===== src/rtl/bts_pkg.sv =====
// Package for the bilinear texture sampler.
// Holds the controller state type, the command struct and shared constants.
// No dependencies.
package bts_pkg;

    typedef enum logic [3:0] {
        S_IDLE,
        S_SCALE,
        S_RD0,
        S_RD1,
        S_RD2,
        S_RD3,
        S_CAP3,
        S_LERPX,
        S_LERPY
    } state_t;

    typedef struct packed {
        logic       wr;
        logic       load;
        logic       scale;
        logic       rd_en;
        logic [1:0] rd_sel;
        logic       cap_en;
        logic [1:0] cap_sel;
        logic       lerp_x;
        logic       lerp_y;
    } ctrl_t;

    localparam logic       ACT_WRITE  = 1'b0;
    localparam logic       ACT_SAMPLE = 1'b1;

    localparam logic [1:0] REG_WIDTH  = 2'd0;
    localparam logic [1:0] REG_HEIGHT = 2'd1;

    localparam logic [1:0] NB_00 = 2'd0;
    localparam logic [1:0] NB_01 = 2'd1;
    localparam logic [1:0] NB_10 = 2'd2;
    localparam logic [1:0] NB_11 = 2'd3;

    localparam logic [16:0] ONE_Q16 = 17'd65536;

endpackage


===== src/rtl/bts_ctrl.sv =====
// Controller state machine of the bilinear texture sampler.
// Depends on bts_pkg for the state type and the command struct.
module bts_ctrl (
    input  logic           clk,
    input  logic           rst_n,
    input  logic           start,
    input  logic           action,
    output logic           busy,
    output bts_pkg::ctrl_t ctrl
);

    bts_pkg::state_t state_reg;
    bts_pkg::state_t state_next;

    always_ff @(posedge clk or negedge rst_n)
    begin
        if (!rst_n)
        begin
            state_reg <= bts_pkg::S_IDLE;
        end
        else
        begin
            state_reg <= state_next;
        end
    end

    always_comb
    begin
        state_next   = state_reg;
        ctrl         = '0;
        busy         = 1'b1;
        case (state_reg)
            bts_pkg::S_IDLE:
            begin
                busy = 1'b0;
                if (start)
                begin
                    if (action == bts_pkg::ACT_SAMPLE)
                    begin
                        ctrl.load  = 1'b1;
                        state_next = bts_pkg::S_SCALE;
                    end
                    else
                    begin
                        ctrl.wr = 1'b1;
                    end
                end
            end
            bts_pkg::S_SCALE:
            begin
                ctrl.scale = 1'b1;
                state_next = bts_pkg::S_RD0;
            end
            bts_pkg::S_RD0:
            begin
                ctrl.rd_en  = 1'b1;
                ctrl.rd_sel = bts_pkg::NB_00;
                state_next  = bts_pkg::S_RD1;
            end
            bts_pkg::S_RD1:
            begin
                ctrl.rd_en   = 1'b1;
                ctrl.rd_sel  = bts_pkg::NB_01;
                ctrl.cap_en  = 1'b1;
                ctrl.cap_sel = bts_pkg::NB_00;
                state_next   = bts_pkg::S_RD2;
            end
            bts_pkg::S_RD2:
            begin
                ctrl.rd_en   = 1'b1;
                ctrl.rd_sel  = bts_pkg::NB_10;
                ctrl.cap_en  = 1'b1;
                ctrl.cap_sel = bts_pkg::NB_01;
                state_next   = bts_pkg::S_RD3;
            end
            bts_pkg::S_RD3:
            begin
                ctrl.rd_en   = 1'b1;
                ctrl.rd_sel  = bts_pkg::NB_11;
                ctrl.cap_en  = 1'b1;
                ctrl.cap_sel = bts_pkg::NB_10;
                state_next   = bts_pkg::S_CAP3;
            end
            bts_pkg::S_CAP3:
            begin
                ctrl.cap_en  = 1'b1;
                ctrl.cap_sel = bts_pkg::NB_11;
                state_next   = bts_pkg::S_LERPX;
            end
            bts_pkg::S_LERPX:
            begin
                ctrl.lerp_x = 1'b1;
                state_next  = bts_pkg::S_LERPY;
            end
            bts_pkg::S_LERPY:
            begin
                ctrl.lerp_y = 1'b1;
                state_next  = bts_pkg::S_IDLE;
            end
            default:
            begin
                state_next = bts_pkg::S_IDLE;
            end
        endcase
    end

    a_lerpy_ends: assert property (@(posedge clk) disable iff (!rst_n)
        ctrl.lerp_y |=> (state_reg == bts_pkg::S_IDLE))
        else $error("sample did not return to idle after the y blend");

    a_write_idle: assert property (@(posedge clk) disable iff (!rst_n)
        ctrl.wr |-> (!busy && start))
        else $error("store write issued outside an accepted transfer");

    a_busy_start: assert property (@(posedge clk) disable iff (!rst_n)
        $rose(busy) |-> $past(start && action == bts_pkg::ACT_SAMPLE))
        else $error("controller left idle without a sample transfer");

    a_read_cap: assert property (@(posedge clk) disable iff (!rst_n)
        (ctrl.rd_en && ctrl.rd_sel == bts_pkg::NB_11) |=>
        (ctrl.cap_en && ctrl.cap_sel == bts_pkg::NB_11))
        else $error("last neighbor read not captured");

endmodule


===== config.mk =====
export PLATFORM = sky130hd
export DESIGN_NAME = bts_ctrl
export DESIGN_NICKNAME = d
export VERILOG_FILES = /design/src/rtl/bts_pkg.sv /design/src/rtl/bts_ctrl.sv
export SDC_FILE = /design/constraint.sdc
export NUM_CORES = 1
export LEC_CHECK = 0
export BUFFER_PORTS_ARGS = -buffer_cell sky130_fd_sc_hd__buf_2
export CORE_AREA = 2 2 39 41
export CTS_CLUSTER_DIAMETER = 200
export DETAILED_ROUTE_END_ITERATION = 10
export DIE_AREA = 0 0 41 43
export GPL_TIMING_DRIVEN = 0
export PLACE_DENSITY = 0.53
export SLEW_MARGIN = 20
export SYNTH_ARGS = -nofsm -noshare
export SYNTH_HDL_FRONTEND = slang
export SYNTH_SLANG_ARGS = --single-unit

===== constraint.sdc =====
create_clock -name clk -period 2.8 [get_ports clk]
set_input_delay 0 -clock clk [delete_from_list [all_inputs] [get_ports clk]]
set_output_delay 0 -clock clk [all_outputs]
set_load 0.01 [all_outputs]

Yosys cells after proc, flatten, opt, wreduce, memory -nomap -nowiden --
Index checks and enable logic that the tools add are counted. W data, S select, Z words.
Storage, ports and cells: output and inout bits 12, register bits after elaboration 4, bits of input ports 4
Cells by class: multiplexer cells 13, reductions and logical operators 2, eq/ne operators 10
Operator list (count):
- $pmux W4 S8 | 1
- $pmux W3 S4 | 2
- $eq A4 B3 Y1 const B | 4
- $eq A4 B2 Y1 const B | 2
- $mux W4 | 2
- $mux W1 | 6
- $eq A4 B1 Y1 const B | 1
- $eq A4 B4 Y1 const B | 1
- $logic_not A4 Y1 | 1
- $mux W2 | 2
- $ne A2 B2 Y1 const B | 2
- $reduce_and A2 Y1 | 1

Logic depth before layout (Yosys ltp) --
Gate-level depths: netlist of the first run.
depth in word-level cells 3, gate-level depth with buffers 3, gate-level depth less buffers 2

Worst setup path after synthesis of the first run --
No wires, ideal clock.
kind flip-flop to output port, from register state_reg[1], to output ctrl[10] in the netlist's numbering, slack 1.512 ns, arrival 1.288 ns, stages on the path, launching flop included 4, buffers on the path 1, cells stage by stage dfrtp_1 > buf_6 > or4_4 > nor3b_2
RTL lines:
- from (decl) | RTL line bts_ctrl.sv:12 | bts_pkg::state_t state_reg;
- from (signal assigned) | RTL line bts_ctrl.sv:19 | state_reg <= bts_pkg::S_IDLE;
- from (signal assigned) | RTL line bts_ctrl.sv:23 | state_reg <= state_next;
- to (decl) | RTL line bts_ctrl.sv:9 | output bts_pkg::ctrl_t ctrl

==> metrics.md, run 1 <==
| Metric | Value |
|---|---|
| Die area | `0.00176 sq mm` |
| Hold endpoint | `state_reg[0]` |
| Clk pin slew, worst setup/hold paths | `0.04 ns` |
| Antenna Cells | `0` |
| Setup ws final | `1.22 ns` |
| Area leader, netlist | `dfrtp_1` |
| Clock Latency Late Sink | `0.23 ns` |
| Share of post-route cells with drive strength above 1 | `0.479` |
| Element type at the critical path start | `flop` |
| Vias in the first global route | `213` |
| Pre-antenna DRT Iters | `2` |
| Hold slack | `0.0637 ns` |
| Final setup vio count | `0` |
| Clk root buf | `clkbuf_4` |
| Top-level I/O count | `16` |
| Worst vdd ir | `0.000442 V` |
| Setup TNS | `0 ns` |
| Post-synthesis average cell area | `9.15 sq um` |
| Synth cell types | `14` |
| Grt total ovfl | `0` |
| Commonest cells after routing, fill and taps aside | `15 x buf_2, 9 x nor2_1, 4 x dfrtp_1, 3 x clkbuf_4` |
| Fin nets | `54` |
| FILL cells | `161` |
| Layout area overhead | `48.1%` |
| Worst-path fanout max | `8` |
| TritonCTS buffer count | `3` |
| CP Capture Type | `primary output` |
| Post-DR vias/cell | `4.23` |
| Dpl ws | `1.45 ns` |
| Placer Congestion | `0.660` |
| CTS tree | `done` |
| # DRC | `0` |
| Die height | `43 um` |
| Final HPWL DP | `464 um` |
| Relative slew margins | `0.847` |
| Fmax | `633 MHz` |
| Largest register FFs | `4` |
| Initial Util | `0.192` |
| Syn Std Cell Area | `265 sq um` |
| Routed vias | `271` |
| Yosys reg bits | `4` |
| Maximum Capacitance Violations | `0` |
| Post-route minimum period | `1.58 ns` |
| DR WL/cell | `9.41 um` |
| Post-layout util | `0.284` |
| Reg2Reg Depth | `2` |
| Worst Hold Launch | `start` |
| Crit Reg-Reg Endpoint | `state_reg[2]` |
| RSZ-0062 raised after global routing | `false` |
| Commonest non-fill, non-tap cell in the layout | `buf_2` |
| First-pass GRT wire length | `903 um` |
| R2R Path Start | `state_reg[3]` |
| Largest net degree at the start of global routing | `9` |
| Hold path cells | `3` |
| Hold WC Path Type | `input port to flop` |
| IO buf count | `15` |
| Tot GR Track Use | `0.0827` |
| PD cells | `1330 mW/mm^2` |
| Status | `completed` |
| CP Data Arrival Time | `1.58 ns` |
| Setup repair bufs after CTS | `0` |
| Reg2Reg Setup Slack | `1.82 ns` |
| Crit path required time | `2.80 ns` |
| Rows | `14` |
| Initial antenna violation count | `0` |
| Ys Warns | `0` |
| Core area | `0.00138 sq mm` |
| H-Tree Level Count | `1` |
| CTS Sinks | `4` |
| Max clock buf depth | `2` |
| Initial drt markers | `4` |
| Critical setup path kind | `flop to primary output` |
| Slew Limit Fails | `0` |
| Synthesized instance count | `29` |
| Top post-synthesis cells by area | `dfrtp_1 38%, nor2_1 13%, mux2i_1 7.5%, xnor2_1 6.6%, nor3b_1 5.7%` |
| LEAKAGE | `0.208 nW` |
| Clock skew | `0.000322 ns` |
| Sequential-to-total area share from yosys stat | `0.377` |
| Final ANT Viol Nets | `0` |
| Die width | `41 um` |
| Post-Route WL | `602 um` |
| Final Hold Viols | `0` |
| Syn_nets | `33` |
| Crit share post-route | `0.564` |
| Share of the synthesized area in the top cell type | `0.377` |
| Slew at the pin closest to its max-slew limit | `0.227 ns` |
[worst max-delay path: stages (launching register included)]
cell and delay [ns]:
dfrtp_1 0.36, buf_6 0.13, or4_4 0.55, nor3b_2 0.16
buf_2 0.14
[Yosys cell counts, drive strengths merged]
cell type  count
a211oi         1
dfrtp          4
mux2i          2
or4            1
nand2          2
buf            2
nor2           9
xnor2          2
nand2b         1
nor4b          1
nor3b          3
or2            1
[worst max path at each step]
stage                 start  endpoint  cells after the start
6_report       state_reg[1]  ctrl[10]                      4
5_1_grt        state_reg[1]  ctrl[10]                      4
4_1_cts        state_reg[1]  ctrl[10]                      4
3_5_place_dp   state_reg[1]  ctrl[10]                      4
3_3_place_gp   state_reg[1]  ctrl[10]                      4
2_1_floorplan  state_reg[1]  ctrl[10]                      3
[where the power goes]
group / internal (mW) / switching, mW
combinational: 0.161 / 0.182
sequential: 0.0854 / 0.0235
clock: 0.0479 / 0.0234
[stage by stage]
stage | cell area [sq um] | cells | power [mW]
floorplan | 265 | 29 | 0.347
global placement | 360 | 60 | 0.453
detailed placement | 360 | 60 | 0.457
CTS | 393 | 64 | 0.533
global route | 393 | 64 | 0.575
finish | 393 | 64 | 0.523
[metal layers]
| layer | global-route usage | vias up | share of wire |
|---|---|---|---|
| met5 | 0 | - | 0 |
| met3 | 0.0314 | 2 | 0.056 |
| met2 | 0.103 | 10 | 0.51 |
| li1 | - | 136 | - |
| met4 | 0.100 | 0 | 0.020 |
| met1 | 0.0912 | 123 | 0.41 |
[kinds of logic (layout without fill, tap and decap cells)]
logic type / Yosys count / after routing / share of synthesized area
DFF: 4 / 4 / 0.377
buffers and inverters: 2 / 21 / 0.0708
xor gates and xnor gates: 2 / 2 / 0.0660
and+or+nand+nor: 18 / 18 / 0.382
AOI/OAI and AO/OA: 1 / 1 / 0.0283
muxes: 2 / 2 / 0.0755
[repair_timing]
item,in CTS,in global routing
gates resized for setup,0,0
hold buffers,1,0
hold endpoints to repair,4,0
[cell type report]
cell class	instances	area (sq um)	area share
clock buffer	3	22.5	0.0573
tap	16	20.0	0.0510
sequential	4	100	0.255
buffer	2	18.8	0.0478
timing repair buffer	16	85.1	0.217
multi-input combinational	23	146	0.373
No activity file was read; power rests on OpenSTA's default activity.
==> run 2: changes to the inputs <==
--- a/config.mk
+++ b/config.mk
@@ -5,13 +5,14 @@
 export SDC_FILE = /design/constraint.sdc
 export NUM_CORES = 1
 export LEC_CHECK = 0
+export ABC_AREA = 1
 export BUFFER_PORTS_ARGS = -buffer_cell sky130_fd_sc_hd__buf_2
 export CORE_AREA = 2 2 39 41
 export CTS_CLUSTER_DIAMETER = 200
 export DETAILED_ROUTE_END_ITERATION = 10
 export DIE_AREA = 0 0 41 43
 export GPL_TIMING_DRIVEN = 0
-export PLACE_DENSITY = 0.53
+export PLACE_DENSITY = 0.54
 export SLEW_MARGIN = 20
 export SYNTH_ARGS = -nofsm -noshare
 export SYNTH_HDL_FRONTEND = slang
==> constraint.sdc (replaced) <==
create_clock -name clk -period 1.25 [get_ports clk]
set_input_delay 0 -clock clk [delete_from_list [all_inputs] [get_ports clk]]
set_output_delay 0 -clock clk [all_outputs]
set_load 0.01 [all_outputs]
==> metrics.md, run 2 <==
| Metric | Value |
|---|---|
| Final setup vio count | `0 (unchanged)` |
| First-pass GRT wire length | `1.05 mm (+16%)` |
| Leading post-synthesis cells by instance count | `7 x nor2_1, 5 x inv_1, 5 x nand2_1` |
| TritonCTS buffer count | `3 (unchanged)` |
| Status | `completed` |
| Antenna Cells | `0 (unchanged)` |
| M1 WL | `240 um (-3.2%)` |
| WP depth | `4 (unchanged)` |
| Element type at the critical path start | `flop` |
| Max layer used | `met4` |
| Routed vias | `292 (+7.7%)` |
| Syn_nets | `41 (+24%)` |
| Initial antenna violation count | `0 (unchanged)` |
| Layout area overhead | `61.1%` |
| Crit path required time | `1.25 ns (-1.55 ns)` |
| Largest net degree at the start of global routing | `10 (+1)` |
| Reg2Reg Depth | `4 (+2)` |
| Post-DR vias/cell | `4.00 (-5.5%)` |
| Die width | `41 um (unchanged)` |
| Share of post-route cells with drive strength above 1 | `0.544 (+0.0647)` |
| Asr flop ratio synth | `1.00 (unchanged)` |
| Clock power frac | `0.131 (-0.005)` |
| Largest register FFs | `4 (unchanged)` |
| Switching share of total power | `0.493 (+0.0556)` |
| Ys flop type | `dfrtp_1` |
| RSZ-0062 raised after global routing | `true` |
| Post-Route WL | `625 um (+3.8%)` |
| Comb pwr share | `0.586 (-0.069)` |
| Synth cell types | `10 (-4)` |
| Synthesized instance count | `37 (+28%)` |
| Maximum Capacitance Violations | `0 (unchanged)` |
| Relative slew margins | `0.825 (-0.0221)` |
| H-Tree Level Count | `1 (unchanged)` |
| Sequential-to-total area share from yosys stat | `0.385 (+0.00726)` |
| Slew Limit Fails | `0 (unchanged)` |
| Fin nets | `63 (+17%)` |
| Commonest cells after routing, fill and taps aside | `15 x buf_2, 7 x nor2_1, 5 x nand2_1, 4 x inv_1, 4 x o21ai_0` |
| PD cells | `2840 mW/mm^2 (+110%)` |
| Commonest non-fill, non-tap cell in the layout | `buf_2` |
| IO buf count | `15 (unchanged)` |
| Fmax | `847 MHz` |
| Die height | `43 um (unchanged)` |
| Delay-heaviest family, CP | `flip-flops` |
| Setup TNS | `0 ns (unchanged)` |
| R2R Path Start | `state_reg[2]` |
| Worst-path fanout max | `5 (-3)` |
| Yosys reg bits | `4 (unchanged)` |
| Grt total ovfl | `0 (unchanged)` |
| Clk pin slew, worst setup/hold paths | `0.04 ns (about the same)` |
| DR WL/cell | `8.56 um (-9.0%)` |
| Rows | `14 (unchanged)` |
| Clock skew | `0.000193 ns (-0.000129 ns)` |
| Crit path capture | `ctrl[10]` |
| Hold WC Path Type | `input port to asynchronous set/reset pin` |
| LEAKAGE | `0.226 nW (+8.6%)` |
| Slowest CP cell | `dfrtp_1` |
| DR WL met2 | `340 um (+11%)` |
| Final instance area | `419 sq um (+6.7%)` |
| Area leader, netlist | `dfrtp_1` |
| Core area | `0.00138 sq mm (unchanged)` |
| Clock Latency Late Sink | `0.23 ns (about the same)` |
| Initial Util | `0.188 (-0.00362)` |
| Top-level I/O count | `16 (unchanged)` |
| Final HPWL DP | `529 um (+14%)` |
| CP Capture Type | `primary output` |
| Reg2Reg Setup Slack | `0.31 ns (-1.51 ns)` |
| Post-synthesis average cell area | `7.03 sq um (-23%)` |
| Crit Reg-Reg Endpoint | `state_reg[0]` |
| Syn Std Cell Area | `260 sq um (-1.9%)` |
| Critical Path Start | `state_reg[2]` |
| Final Hold Viols | `0 (unchanged)` |
| Final ANT Viol Nets | `0 (unchanged)` |
| Internal | `0.603 mW (+110%)` |
| Worst vdd ir | `0.000819 V (+85%)` |
| Crit-path max cell delay | `0.46 ns (-0.09 ns)` |
| Slew at the pin closest to its max-slew limit | `0.263 ns (+0.0364 ns)` |
| CTS tree | `done` |
| Count leader, synth | `nor2_1` |
| Tot GR Track Use | `0.0958 (+0.0131)` |
| CP cell instances | `nor2_4, nand3_1, nor2_1, buf_2` |
| Placed Instance Area | `355 sq um (-1.4%)` |
| Post-route minimum period | `1.18 ns` |
| CP Data Arrival Time | `1.18 ns (-0.40 ns)` |
| CTS Sinks | `4 (unchanged)` |
| Ys Warns | `0 (unchanged)` |
| Share of the synthesized area in the top cell type | `0.385 (+0.00726)` |
| Initial drt markers | `2 (-2)` |
| Switch Pwr | `0.587 mW (+160%)` |
| Seq pwr share | `0.283 (+0.075)` |
| Clk root buf | `clkbuf_4` |
| Crit share post-route | `0.945` |
| Metal3 WL | `36 um (+5.9%)` |
| Number of synthesized flops with an enable pin | `0 (unchanged)` |
| # DRC | `0 (unchanged)` |
| Top post-synthesis cells by area | `dfrtp_1 38%, nor2_1 10%, nor2_4 8.7%, o21ai_0 7.7%, inv_1 7.2%` |
| Max clock buf depth | `2 (unchanged)` |
| Die area | `0.00176 sq mm (unchanged)` |
| Placer Congestion | `0.664 (+0.53%)` |
| Critical setup path kind | `flop to primary output` |
| CP bufs+invs | `1 (-1)` |
| Vias in the first global route | `278 (+31%)` |
| Pre-antenna DRT Iters | `4 (+2)` |
==> run 2: routing by layer <==
layer,up-vias,track usage
met4,0,0.120
li1,156,-
met2,5,0.134
met5,-,0
met1,129,0.101
met3,2,0.0157
==> run 2: worst min-delay path by stage <==
stage,end,depth (start not counted),slack (ns),startpoint
6_report,state_reg[2],2,0.09,rst_n
5_1_grt,state_reg[2],2,0.11,rst_n
4_1_cts,state_reg[2],2,0.09,rst_n
3_5_place_dp,state_reg[1],1,-0.19,rst_n
3_3_place_gp,state_reg[0],1,-0.19,rst_n
2_1_floorplan,state_reg[0],0,-0.30,rst_n
==> run 2: metrics by stage <==
stage               worst slack (ns)  utilization  hold WS [ns]  power [mW]  cells
floorplan                      0.331            -        -0.296       0.719     37
global placement               0.236        0.257        -0.192       0.955     68
detailed placement             0.244        0.257        -0.190       0.963     68
CTS                         0.000625        0.281        0.0886        1.14     72
global route                 -0.0215        0.303         0.108        1.33     73
finish                        0.0692        0.303        0.0942        1.19     73
==> run 2: layout make-up <==
class                   instances  area (sq um)
fillers                       160           965
well taps                      16          20.0
flip-flops and latches          4           104
multi-input cells              27           156
inverters                       6          23.8
repair buffers                 17          92.6
clock buffers                   3          22.5
==> run 2: power by group through the flow <==
stage	logic, mW	registers (mW)	clock network (mW)
5_1_grt	0.798	0.353	0.177
4_1_cts	0.658	0.313	0.166
2_1_floorplan	0.435	0.284	0
3_5_place_dp	0.653	0.311	0
6_report	0.698	0.337	0.156
3_3_place_gp	0.649	0.306	0
==> run 2: logic make-up (layout without fill, tap and decap cells) <==
group	count (synthesis)	count (layout)	synth area share
flops	4	4	0.385
compound gates	4	4	0.0769
buf+inv	6	26	0.0913
simple gates	23	23	0.447
==> run 2: timing repair <==
item                                    in CTS  in global routing
hold buffers                                 1                  0
buffers inserted                             0                  1
resized for setup                            1                  7
endpoints found under the setup margin       1                  5
pin swaps                                    0                  1
endpoints found under the hold margin        4                  0
==> run 3: changes to the inputs <==
--- a/config.mk
+++ b/config.mk
@@ -7,12 +7,15 @@
 export LEC_CHECK = 0
 export ABC_AREA = 1
 export BUFFER_PORTS_ARGS = -buffer_cell sky130_fd_sc_hd__buf_2
+export CELL_PAD_IN_SITES_DETAIL_PLACEMENT = 1
+export CELL_PAD_IN_SITES_GLOBAL_PLACEMENT = 1
 export CORE_AREA = 2 2 39 41
 export CTS_CLUSTER_DIAMETER = 200
 export DETAILED_ROUTE_END_ITERATION = 10
 export DIE_AREA = 0 0 41 43
 export GPL_TIMING_DRIVEN = 0
-export PLACE_DENSITY = 0.54
+export HOLD_SLACK_MARGIN = 0.12
+export PLACE_DENSITY = 0.71
 export SLEW_MARGIN = 20
 export SYNTH_ARGS = -nofsm -noshare
 export SYNTH_HDL_FRONTEND = slang
==> metrics.md, run 3 (same netlist as run 2, synthesis figures left out) <==
| Metric | Value |
|---|---|
| Status | `completed` |
| CP Data Arrival Time | `1.23 ns (+0.05 ns)` |
| Die width | `41 um (unchanged)` |
| CTS Sinks | `4 (unchanged)` |
| Slew at the pin closest to its max-slew limit | `0.216 ns (-0.0475 ns)` |
| Slew Limit Fails | `0 (unchanged)` |
| Share of post-route cells with drive strength above 1 | `0.559 (+0.0155)` |
| Maximum Capacitance Violations | `0 (unchanged)` |
| Final Hold Viols | `0 (unchanged)` |
| Pre-antenna DRT Iters | `1 (-3)` |
| Layout area overhead | `66.3%` |
| FILL cells | `182 (+14%)` |
| Initial Util | `0.188 (unchanged)` |
| Placed Instance Area | `355 sq um (unchanged)` |
| Clock skew | `0.00376 ns (+0.00357 ns)` |
| CTS tree | `done` |
| Internal | `0.628 mW (+4.0%)` |
| RSZ-0062 raised after global routing | `true` |
| Critical Path Start | `state_reg[0]` |
| Rows | `14 (unchanged)` |
| Element type at the critical path start | `flop` |
| Final setup vio count | `0 (unchanged)` |
| Relative slew margins | `0.855 (+0.0302)` |
| # placed instances | `68 (unchanged)` |
| Post-layout util | `0.313 (+0.00995)` |
| Fin nets | `65 (+3.2%)` |
| Commonest cells after routing, fill and taps aside | `15 x buf_2, 7 x nor2_1, 5 x nand2_1, 4 x inv_1, 4 x dfrtp_2` |
| Register area | `105 sq um (+1.2%)` |
| GRT met1 Usage | `0.111 (+0.00977)` |
| Tot GR Track Use | `0.0958 (unchanged)` |
| Die height | `43 um (unchanged)` |
| Core area | `0.00138 sq mm (unchanged)` |
| Setup TNS | `0 ns (unchanged)` |
| Worst vdd ir | `0.000678 V (-17%)` |
| DR WL/cell | `10.3 um (+20%)` |
| Slowest CP cell | `dfrtp_2` |
| Area taken by multi-input logic gates | `151 sq um (-3.2%)` |
| Post-route minimum period | `1.23 ns (+0.0478 ns)` |
| CP cell instances | `nor2_4, buf_4, nand3_1, nor2_1, buf_2` |
| CP Capture Type | `primary output` |
| TritonCTS buffer count | `3 (unchanged)` |
| Final HPWL DP | `574 um (+8.4%)` |
| Commonest non-fill, non-tap cell in the layout | `buf_2` |
| Crit share post-route | `0.983 (+0.0382)` |
| Antenna Cells | `0 (unchanged)` |
| Clock power frac | `0.127 (-0.004)` |
| Worst-path fanout max | `5 (unchanged)` |
| Hold WC Path Type | `input port to flop` |
| Crit path required time | `1.25 ns (about the same)` |
| # DRC | `0 (unchanged)` |
| GRT met3 Usage | `0.0157 (unchanged)` |
| Switching share of total power | `0.495 (+0.00188)` |
| Largest register FFs | `4 (unchanged)` |
| Seq pwr share | `0.259 (-0.024)` |
| Final ANT Viol Nets | `0 (unchanged)` |
| Clock Latency Late Sink | `0.23 ns (about the same)` |
| GRT busiest layer | `met2` |
| Max clock buf depth | `2 (unchanged)` |
| R2R Path Start | `state_reg[0]` |
| Post-Route WL | `771 um (+23%)` |
| PD cells | `2870 mW/mm^2 (+1.1%)` |
| Largest net degree at the start of global routing | `10 (unchanged)` |
| H-Tree Level Count | `1 (unchanged)` |
| Top-level I/O count | `16 (unchanged)` |
| LEAKAGE | `0.229 nW (+1.4%)` |
| Crit-path max cell delay | `0.44 ns (-0.02 ns)` |
| Die area | `0.00176 sq mm (unchanged)` |
| Comb pwr share | `0.615 (+0.029)` |
| Clk pin slew, worst setup/hold paths | `0.04 ns (about the same)` |
| Initial drt markers | `0 (-2)` |
| Routed vias | `320 (+9.6%)` |
| Met2 Usage GRT | `0.163 (+0.0281)` |
| Worst Hold Launch | `start` |
| Vias in the first global route | `297 (+6.8%)` |
| Fmax | `814 MHz (-3.9%)` |
| Clk root buf | `clkbuf_4` |
| Placer Congestion | `0.723 (+8.9%)` |
| Initial antenna violation count | `0 (unchanged)` |
| First-pass GRT wire length | `1.17 mm (+11%)` |
| Post-DR vias/cell | `4.27 (+6.7%)` |
| Final instance area | `433 sq um (+3.3%)` |
| Switch Pwr | `0.615 mW (+4.8%)` |
| Grt total ovfl | `0 (unchanged)` |
| IO buf count | `15 (unchanged)` |
| Critical setup path kind | `flop to primary output` |
| Layout Cells excl Fill | `75 (+2.7%)` |
[run 3: changes by cell type in the layout (fill, tap and decap cells not counted), sizes merged]
cell and change:
buf +1, dlygate4sd3 +1
[run 3: area by class of cell]
| type | count | area share |
|---|---|---|
| clock buffers | 3 | 0.0520 |
| inverters | 6 | 0.0549 |
| multi-input cells | 27 | 0.350 |
| flip-flops and latches | 4 | 0.243 |
| well taps | 16 | 0.0462 |
| repair buffers | 19 | 0.254 |
[run 3: power by group through the flow]
| stage | clock (mW) | sequential [mW] | combinational (mW) |
|---|---|---|---|
| after global routing | 0.173 | 0.338 | 0.866 |
| after floorplan | 0 | 0.284 | 0.435 |
| after CTS | 0.162 | 0.307 | 0.686 |
| after detailed placement | 0 | 0.304 | 0.673 |
| final | 0.158 | 0.322 | 0.764 |
| after global placement | 0 | 0.301 | 0.653 |
[run 3: what timing repair did]
item | 4_1_cts | 5_1_grt
buffers inserted | 0 | 2
pin swaps | 0 | 1
cloned | 0 | 0
resized for setup | 2 | 8
hold buffers | 2 | 0
hold endpoints to repair | 4 | 0
endpoints found under the setup margin | 2 | 7
[run 3: critical path, delay by kind of cell, from the launching register on]
| kind | cells | cell delay, ns |
|---|---|---|
| buffers and inverters | 2 | 0.26 |
| flip-flops | 1 | 0.44 |
| AND/OR/NAND/NOR | 3 | 0.29 |
[run 3: routing by layer]
| layer | share of wire | wire length [um] |
|---|---|---|
| met5 | 0 | 0 |
| met4 | 0.012 | 9 |
| met3 | 0.051 | 39 |
| met2 | 0.54 | 420 |
| met1 | 0.39 | 301 |
[run 3: worst paths after layout]
path                                 to  slack (ns)  cells past startpoint
min in group asynchronous  state_reg[1]        0.66                      3
hold reg to reg            state_reg[0]        0.58                      3
hold / removal             state_reg[0]        0.12                      5
setup / recovery               ctrl[10]        0.02                      5
setup reg to reg           state_reg[0]        0.26                      5
max in group asynchronous  state_reg[3]        0.41                      3
[run 3: per-stage QoR]
stage                     hold slack (ns)  worst slack, ns  power [mW]
after CTS                           0.126         0.000995        1.16
after global routing                0.180          -0.0442        1.38
final                               0.122           0.0214        1.24
after detailed placement           -0.192            0.237       0.978
after global placement             -0.194            0.260       0.955
after floorplan                    -0.296            0.331       0.719
